--- src/hw/rtl/assert_macros.svh ---
// assertion macros for the rtl, compiled out when SYNTH is defined
`ifndef ASSERT_MACROS_SVH
`define ASSERT_MACROS_SVH

`ifndef SYNTH
`define RMT_ASSERT(lbl, clk, rstn, prop) \
  lbl: assert property (@(posedge clk) disable iff (!(rstn)) prop) \
    else $error("assertion failed");
`define RMT_NEVER(lbl, clk, rstn, cond) \
  lbl: assert property (@(posedge clk) disable iff (!(rstn)) !(cond)) \
    else $error("forbidden condition");
`else
`define RMT_ASSERT(lbl, clk, rstn, prop)
`define RMT_NEVER(lbl, clk, rstn, cond)
`endif

`endif

--- src/hw/rtl/rmt_pkg.sv ---
package rmt_pkg;

  localparam int WINDOW     = 5;
  localparam int DATA_W     = 16;
  localparam int POS_W      = (WINDOW > 1) ? $clog2(WINDOW) : 1;
  localparam int RND_W      = $clog2(WINDOW + 1);
  localparam int MID        = WINDOW / 2;
  localparam int RESET_TEMP = 200;

  typedef logic signed [DATA_W-1:0] temp_t;

  typedef enum logic [1:0] {
    S_IDLE,
    S_SORT,
    S_DONE
  } state_t;

  typedef struct packed {
    logic load;
    logic sort;
    logic parity;
    logic capture;
  } cmd_t;

endpackage

--- src/hw/rtl/running_median_temperature.sv ---
// running median of temperature readings over a five-entry window
// input channel: in_valid / in_ready / in_sample, signed tenths of a degree
// output channel: out_valid / out_ready / out_median, one result per request
// each request overwrites the oldest window entry, the window is sorted by
// an odd-even transposition network (one phase per cycle, WINDOW phases)
// and the middle entry is registered as the result
// out_valid rises as the middle entry is captured into the output register
// a new request is taken only after the last result has left the sort buffer
// in_ready is high only in S_IDLE, not while a request is sorted or waits for capture
// the output register holds a finished result while the receiver stalls;
// a new request may be taken and sorted meanwhile, and its result waits in
// the sort buffer until the output register is drained
// reset (rst_n low, synchronous) fills every window entry with 200 (20.0
// degrees), clears the write position and drops out_valid
module running_median_temperature (
  input  logic                 clk,
  input  logic                 rst_n,
  input  logic                 in_valid,
  output logic                 in_ready,
  input  rmt_pkg::temp_t       in_sample,
  output logic                 out_valid,
  input  logic                 out_ready,
  output rmt_pkg::temp_t       out_median
);

  rmt_pkg::cmd_t cmd;

  rmt_ctrl u_ctrl (
    .clk       (clk),
    .rst_n     (rst_n),
    .in_valid  (in_valid),
    .in_ready  (in_ready),
    .out_valid (out_valid),
    .out_ready (out_ready),
    .cmd       (cmd)
  );

  rmt_dp u_dp (
    .clk        (clk),
    .rst_n      (rst_n),
    .cmd        (cmd),
    .in_sample  (in_sample),
    .out_median (out_median)
  );

endmodule

--- src/hw/rtl/rmt_ctrl.sv ---
`include "assert_macros.svh"

module rmt_ctrl (
  input  logic          clk,
  input  logic          rst_n,
  input  logic          in_valid,
  output logic          in_ready,
  output logic          out_valid,
  input  logic          out_ready,
  output rmt_pkg::cmd_t cmd
);

  rmt_pkg::state_t           state_r, state_nxt;
  logic [rmt_pkg::RND_W-1:0] rnd_r, rnd_nxt;
  logic                      out_valid_r, out_valid_nxt;
  logic                      last_rnd;

  assign last_rnd  = (rnd_r == rmt_pkg::RND_W'(rmt_pkg::WINDOW - 1));
  assign in_ready  = (state_r == rmt_pkg::S_IDLE);
  assign out_valid = out_valid_r;

  always_ff @(posedge clk) begin
    if (!rst_n) begin
      state_r     <= rmt_pkg::S_IDLE;
      rnd_r       <= '0;
      out_valid_r <= 1'b0;
    end else begin
      state_r     <= state_nxt;
      rnd_r       <= rnd_nxt;
      out_valid_r <= out_valid_nxt;
    end
  end

  always_comb begin
    state_nxt   = state_r;
    rnd_nxt     = rnd_r;
    cmd         = '0;
    cmd.parity  = rnd_r[0];
    out_valid_nxt = out_ready ? 1'b0 : out_valid_r;
    unique case (state_r)
      rmt_pkg::S_IDLE: begin
        if (in_valid) begin
          cmd.load  = 1'b1;
          rnd_nxt   = '0;
          state_nxt = rmt_pkg::S_SORT;
        end
      end
      rmt_pkg::S_SORT: begin
        cmd.sort = 1'b1;
        rnd_nxt  = rnd_r + 1'b1;
        if (last_rnd) begin
          state_nxt = rmt_pkg::S_DONE;
        end
      end
      rmt_pkg::S_DONE: begin
        // output register free or being drained
        if (!out_valid_r || out_ready) begin
          cmd.capture   = 1'b1;
          out_valid_nxt = 1'b1;
          state_nxt     = rmt_pkg::S_IDLE;
        end
      end
      default: begin
        state_nxt = rmt_pkg::S_IDLE;
      end
    endcase
  end

  `RMT_ASSERT(a_accept_starts_sort, clk, rst_n,
    (in_valid && in_ready) |=> (state_r == rmt_pkg::S_SORT && rnd_r == '0))
  `RMT_NEVER(a_no_overwrite, clk, rst_n, cmd.capture && out_valid_r && !out_ready)
  `RMT_ASSERT(a_sort_ends_done, clk, rst_n,
    (state_r == rmt_pkg::S_SORT && last_rnd) |=> (state_r == rmt_pkg::S_DONE))

endmodule

--- src/hw/rtl/rmt_dp.sv ---
module rmt_dp (
  input  logic                clk,
  input  logic                rst_n,
  input  rmt_pkg::cmd_t       cmd,
  input  rmt_pkg::temp_t      in_sample,
  output rmt_pkg::temp_t      out_median
);

  rmt_pkg::temp_t            win_r [rmt_pkg::WINDOW];
  rmt_pkg::temp_t            srt_r [rmt_pkg::WINDOW];
  rmt_pkg::temp_t            srt_nxt [rmt_pkg::WINDOW];
  rmt_pkg::temp_t            med_r;
  logic [rmt_pkg::POS_W-1:0] pos_r, pos_nxt;

  assign pos_nxt = (pos_r == rmt_pkg::POS_W'(rmt_pkg::WINDOW - 1)) ? '0 : pos_r + 1'b1;

  // window and write position
  always_ff @(posedge clk) begin
    if (!rst_n) begin
      for (int i = 0; i < rmt_pkg::WINDOW; i++) begin
        win_r[i] <= rmt_pkg::temp_t'(rmt_pkg::RESET_TEMP);
      end
      pos_r <= '0;
    end else if (cmd.load) begin
      win_r[pos_r] <= in_sample;
      pos_r        <= pos_nxt;
    end
  end

  // sort buffer: loaded from the window with the new sample, then odd-even transposition sort, one phase per cycle
  always_comb begin
    for (int i = 0; i < rmt_pkg::WINDOW; i++) begin
      srt_nxt[i] = srt_r[i];
    end
    if (cmd.load) begin
      for (int i = 0; i < rmt_pkg::WINDOW; i++) begin
        srt_nxt[i] = (pos_r == rmt_pkg::POS_W'(i)) ? in_sample : win_r[i];
      end
    end else if (cmd.sort) begin
      for (int i = 0; i < rmt_pkg::WINDOW - 1; i++) begin
        if ((1'(i) == cmd.parity) && (srt_r[i] > srt_r[i+1])) begin
          srt_nxt[i]   = srt_r[i+1];
          srt_nxt[i+1] = srt_r[i];
        end
      end
    end
  end

  always_ff @(posedge clk) begin
    for (int i = 0; i < rmt_pkg::WINDOW; i++) begin
      srt_r[i] <= srt_nxt[i];
    end
    if (cmd.capture) begin
      med_r <= srt_r[rmt_pkg::MID];
    end
  end

  assign out_median = med_r;

endmodule
--- config.mk ---
export PLATFORM = sky130hd
export DESIGN_NAME = running_median_temperature
export DESIGN_NICKNAME = d
export VERILOG_FILES = /design/src/hw/rtl/rmt_pkg.sv /design/src/hw/rtl/running_median_temperature.sv /design/src/hw/rtl/rmt_ctrl.sv /design/src/hw/rtl/rmt_dp.sv
export VERILOG_INCLUDE_DIRS = /design/src /design/src/hw/rtl
export SDC_FILE = /design/constraint.sdc
export NUM_CORES = 1
export LEC_CHECK = 0
export BUFFER_PORTS_ARGS = -buffer_cell sky130_fd_sc_hd__buf_2
export CAP_MARGIN = 15
export CORE_MARGIN = 3
export CORE_UTILIZATION = 65
export CTS_CLUSTER_DIAMETER = 120
export DETAILED_ROUTE_END_ITERATION = 6
export GPL_ROUTABILITY_DRIVEN = 0
export PLACE_DENSITY = 0.88
export SKIP_LAST_GASP = 1
export SYNTH_ARGS = -nofsm -noshare
export SYNTH_HDL_FRONTEND = slang
export SYNTH_HIERARCHICAL = 1
export SYNTH_SLANG_ARGS = --single-unit
--- constraint.sdc ---
create_clock -name clk -period 5.68 [get_ports clk]
set_input_delay 0.284 -clock clk [delete_from_list [all_inputs] [get_ports clk]]
set_output_delay 0.284 -clock clk [all_outputs]
set_load 0.01 [all_outputs]
Word-level counts from Yosys, hierarchy flattened
Memories as Yosys holds them, arrays and structs flattened.
Cells that the tools add are included.
- bitwise operators: 1
- eq/ne operators: 10
- add/sub/neg operators: 2
- $lt $le $gt $ge: 4
- multiplexer cells: 33
- reductions and logical operators: 12
- operator list (operator ; number):
    80-bit two-way mux ; 2
    32-bit two-way mux ; 4
    16-bit two-way mux ; 6
    16-bit greater-than comparator ; 4
    16-bit OR reduction ; 1
    1-bit two-way mux ; 13
    3-bit two-way mux ; 3
    3-bit by 1-bit adder with 3-bit output, second input constant ; 2
    3-bit by 2-bit equality test with 1-bit output, second input constant ; 2
    3-bit equality test, second input constant ; 2
    2-bit two-way mux ; 3
    2-bit one-hot mux with 3 select lines ; 1
    3-bit one-hot mux with 2 select lines ; 1
    1-bit logical AND ; 4
    2-bit by 1-bit != test with 1-bit output, second input constant ; 2
    3-bit by 1-bit equality test with 1-bit output, second input constant ; 1
    3-bit logical NOT ; 1
    3-bit AND reduction ; 1
    2-bit by 1-bit equality test with 1-bit output, second input constant ; 1
    2-bit equality test, second input constant ; 1
    2-bit logical NOT ; 1
    2-bit != test, second input constant ; 1
    2-bit AND reduction ; 1
    2-bit nonzero test ; 1
    other kinds (3) ; 3
- bits of input ports: 20
- memories kept: 2
- register bits: 25
- output and inout port bits: 18
- bits in writable memories: 160
- memory list (name ; words ; bits a word ; rd ports ; clocked after Yosys merged registers in ; wr ports ; RTL line ; RTL):
    u_dp.srt_r ; 5 ; 16 ; 5 ; 0 ; 5 ; rmt_dp.sv:10 ; rmt_pkg::temp_t srt_r [rmt_pkg::WINDOW];
    u_dp.win_r ; 5 ; 16 ; 5 ; 0 ; 5 ; rmt_dp.sv:9 ; rmt_pkg::temp_t win_r [rmt_pkg::WINDOW];

Logic depth before layout (Yosys ltp)
- word-level depth: 8
- mapped depth: 11
- depth with buffers taken out: 9

Modules after synthesis
Netlist, hierarchy kept.
- by module, submodules not included (module ; sequential area each (um^2) ; times used ; cells each ; area each (um^2)):
    rmt_dp ; 5345.1 ; 1 ; 892 ; 10142.2
    rmt_ctrl ; 120.1 ; 1 ; 34 ; 324.1

Worst setup path before layout
No wires, ideal clock.
- path type: reg-to-reg
- from: memory u_dp/srt_r[0][31] in the netlist's numbering
- to: memory u_dp/srt_r[0][16] in the netlist's numbering, enable pin
- library setup time: 0.367 ns
- cell stages (with the launch flop): 8
- path buffers: 0
- required time: 5.313 ns
- data arrival time: 2.679 ns
- clock period less this slack: 3.046 ns
- slack: 2.634 ns
- cell sequence: edfxtp_1 inv_1 ha_1 nand4_1 nor4_1 or4_1 o21bai_1 a21o_1
- RTL lines (item ; RTL line):
    from (decl) ; rmt_dp.sv:10

==> metrics.txt <==
Netlist Area Pre-Place=10,500 um2; Final min period=3.79 ns; RSZ-0062 raised after global routing=no; CTS tree=done; Final setup viols=0; Power Dens Cells=396 nW/um2; Synth async-reset ratio=0%; Synth Area per Inst=11.3 um2; Die ar.=between 15,000 and 20,000 um2; CTS Sinks=185; Initial DRC Count=945; Hold Path End=u_ctrl/out_valid; worst-skew pair later-pin latency=0.44 ns; period utilisation layout=between 60 and 70%; Routed Antenna Nets=0; share of cells above drive strength 1=11.1%; Placed Area=10,700 um2; outcome=finished clean; wire length per cell=22.2 um; die height=roughly 130 um; final instance area=around 11,000 um2; Synth cell types=55; synthesized flop and latch total=roughly 190; commonest non-fill, non-tap cell in the layout=edfxtp_1; syn nets=1,017; fin nets=slightly above 1k; max cap viols=0; routed vias/inst=6.43; CTS H-tree depth=4; Worst IR Drop VDD=0.000236 V; # IOs=38; router iterations before antenna repair=6; max incr delay on CP=0.83 ns; hold_buf cts=0; # fillers=just over 1k; HP Start=out_ready; HP Class=in2reg; Slew @ Worst Pin=1.17 ns; relative slew slack=around 22%; clk slew on worst S/H paths=0.07 ns; CP max FO=29; Die W=133 um; slowest CP cell=nor3_4; worst reg2reg path endpoint=u_dp/srt_r[0][44]; fmax=264 MHz; Req. time, crit path=5.75 ns; Hold Path Depth=3; max-slew violations=0; initial antenna violation count=0; crit path cell chain=inv_1 > ha_1 > nand4_1 > nor4_1 > a22oi_1 > and4b_1 > nor3_4 > o21ai_0 > nand2b_1; Final Hold Viols=0; remaining global-route overflow=0; n_diodes=0; first-pass GRT wire length=39,800 um; cell taking the most area after synthesis=edfxtp_1; Main synth FF type=edfxtp_1; top-area cell type share of the netlist area=50.5%; pin count of the biggest net entering global routing=81; dpl hpwl=roughly 19,000 um; Worst R2R Start=u_dp/srt_r[0][38]; Cells after Synth=926; All-Layer GR Usage=29.4%; R2R Setup Slk=1.89 ns; Root Driver=clkbuf_16; Setup crit end kind=flip-flop; critical path type=reg2reg; Max Clock Skew=between 0.007 and 0.008 ns; P&R area growth vs syn=7.52%; DRC Markers=0; Setup Fix Bufs, Post-CTS=0; reg2reg path depth=9; YS warnings=6; clock tree buffer depth=2; CTS Buf Count=17; CP startpoint kind=flip-flop; Leak=4.60 nW; Post-CTS Resized=0; Worst Path Arrival=between 3 and 4 ns; Initial Util=67.6%; Std-Cell Rows=45; top post-synthesis cells by area=edfxtp_1 50%, ha_1 8.5%, mux2i_1 5.0%, and2_1 3.3%, a221o_1 3.2%; IO buf count=37; TNS Setup=0 ns; routed vias=7,391; total core area=15,500 um2; number of synthesized flops with an enable pin=~180; sequential share of the synthesized area=a little over half; vias in the first global route=7,161; most frequent cells in the layout=176 x edfxtp_1, 73 x inv_1, 71 x ha_1, 67 x nand2_1, 57 x a21oi_1; final wirelength=~25,000 um
sequential cells by signal (all words and copies together) (netlist names):
signal / flops
u_dp/pos_r: 3
u_dp/win_r: 80
u_ctrl/out_valid: 1
u_ctrl/rnd_r: 3
u_dp/out_median: 16
u_dp/srt_r: 80
u_ctrl/state_r: 2
layout make-up:
class,instances,area [um2],area share [%]
sequential,185,5470,48.6
multi-input combinational,605,4460,39.6
clock buffer,17,425,3.78
inverter,73,274,2.43
tap,211,264,2.35
timing repair buffer,44,238,2.11
clock inverter,15,131,1.17
metrics by stage:
stage,setup slack (ns),power [W],instances,hold WS [ns],utilization (%)
global placement,2.12,0.00324,1118,0.461,69.1
CTS,1.94,0.00443,1150,0.152,72.7
detailed placement,1.96,0.00332,1118,0.471,69.1
global route,1.53,0.00467,1150,0.192,72.7
finish,1.89,0.00445,1150,0.172,72.7
floorplan,2.63,0.00296,926,0.400,-
synth_stat cells (29+ instances only):
cell type / number
and2_1: 55
ha_1: 71
clkbuf_1: 50
mux2i_1: 52
nand2_1: 67
nor2b_1: 29
a21oi_1: 57
nor2_1: 44
nand2b_1: 33
a221o_1: 33
inv_1: 73
edfxtp_1: 176
worst max-delay path, delay by kind of cell (launching register included):
family / cells / cell delay [ns]
fa+ha+maj: 1 / 0.30
simple gates: 5 / 2.22
buf+inv: 1 / 0.08
compound gates: 2 / 0.36
flops: 1 / 0.46
metal layers:
| layer | track usage, % | wire (um) | up-vias |
|---|---|---|---|
| met1 | 42.2 | 10400 | 3540 |
| met2 | 45.5 | 11900 | 448 |
| li1 | - | - | 3357 |
| met3 | 5.70 | 2750 | 46 |
| met4 | 9.76 | 466 | 0 |
| met5 | 0 | 0 | - |
worst max-delay path by stage:
stage	startpoint	to	slack, ns	cells after the start
after global placement	u_dp/srt_r[0][33]	u_dp/srt_r[0][36]	2.12	9
after global routing	u_dp/srt_r[0][45]	u_dp/srt_r[0][35]	1.53	9
final	u_dp/srt_r[0][38]	u_dp/srt_r[0][44]	1.89	9
after CTS	u_dp/srt_r[0][35]	u_dp/srt_r[0][35]	1.94	9
after detailed placement	u_dp/srt_r[0][35]	u_dp/srt_r[0][43]	1.96	9
after floorplan	u_dp/srt_r[0][31]	u_dp/srt_r[0][16]	2.63	7
where the power goes:
group	leakage, nW	switching, W	internal [W]
clock	0.264	0.000515	0.000602
sequential	1.79	0.000210	0.00179
combinational	2.56	0.000796	0.000534
logic make-up after synthesis:
family	synth area share, %
AND/OR/NAND/NOR	14.7
flip-flops	52.2
AO/OA/AOI/OAI	12.4
buffers and inverters	5.32
adder cells (fa/ha/maj)	8.49
multiplexers	6.83
XOR/XNOR	0.0837
Power figures use the tool's default switching activity.
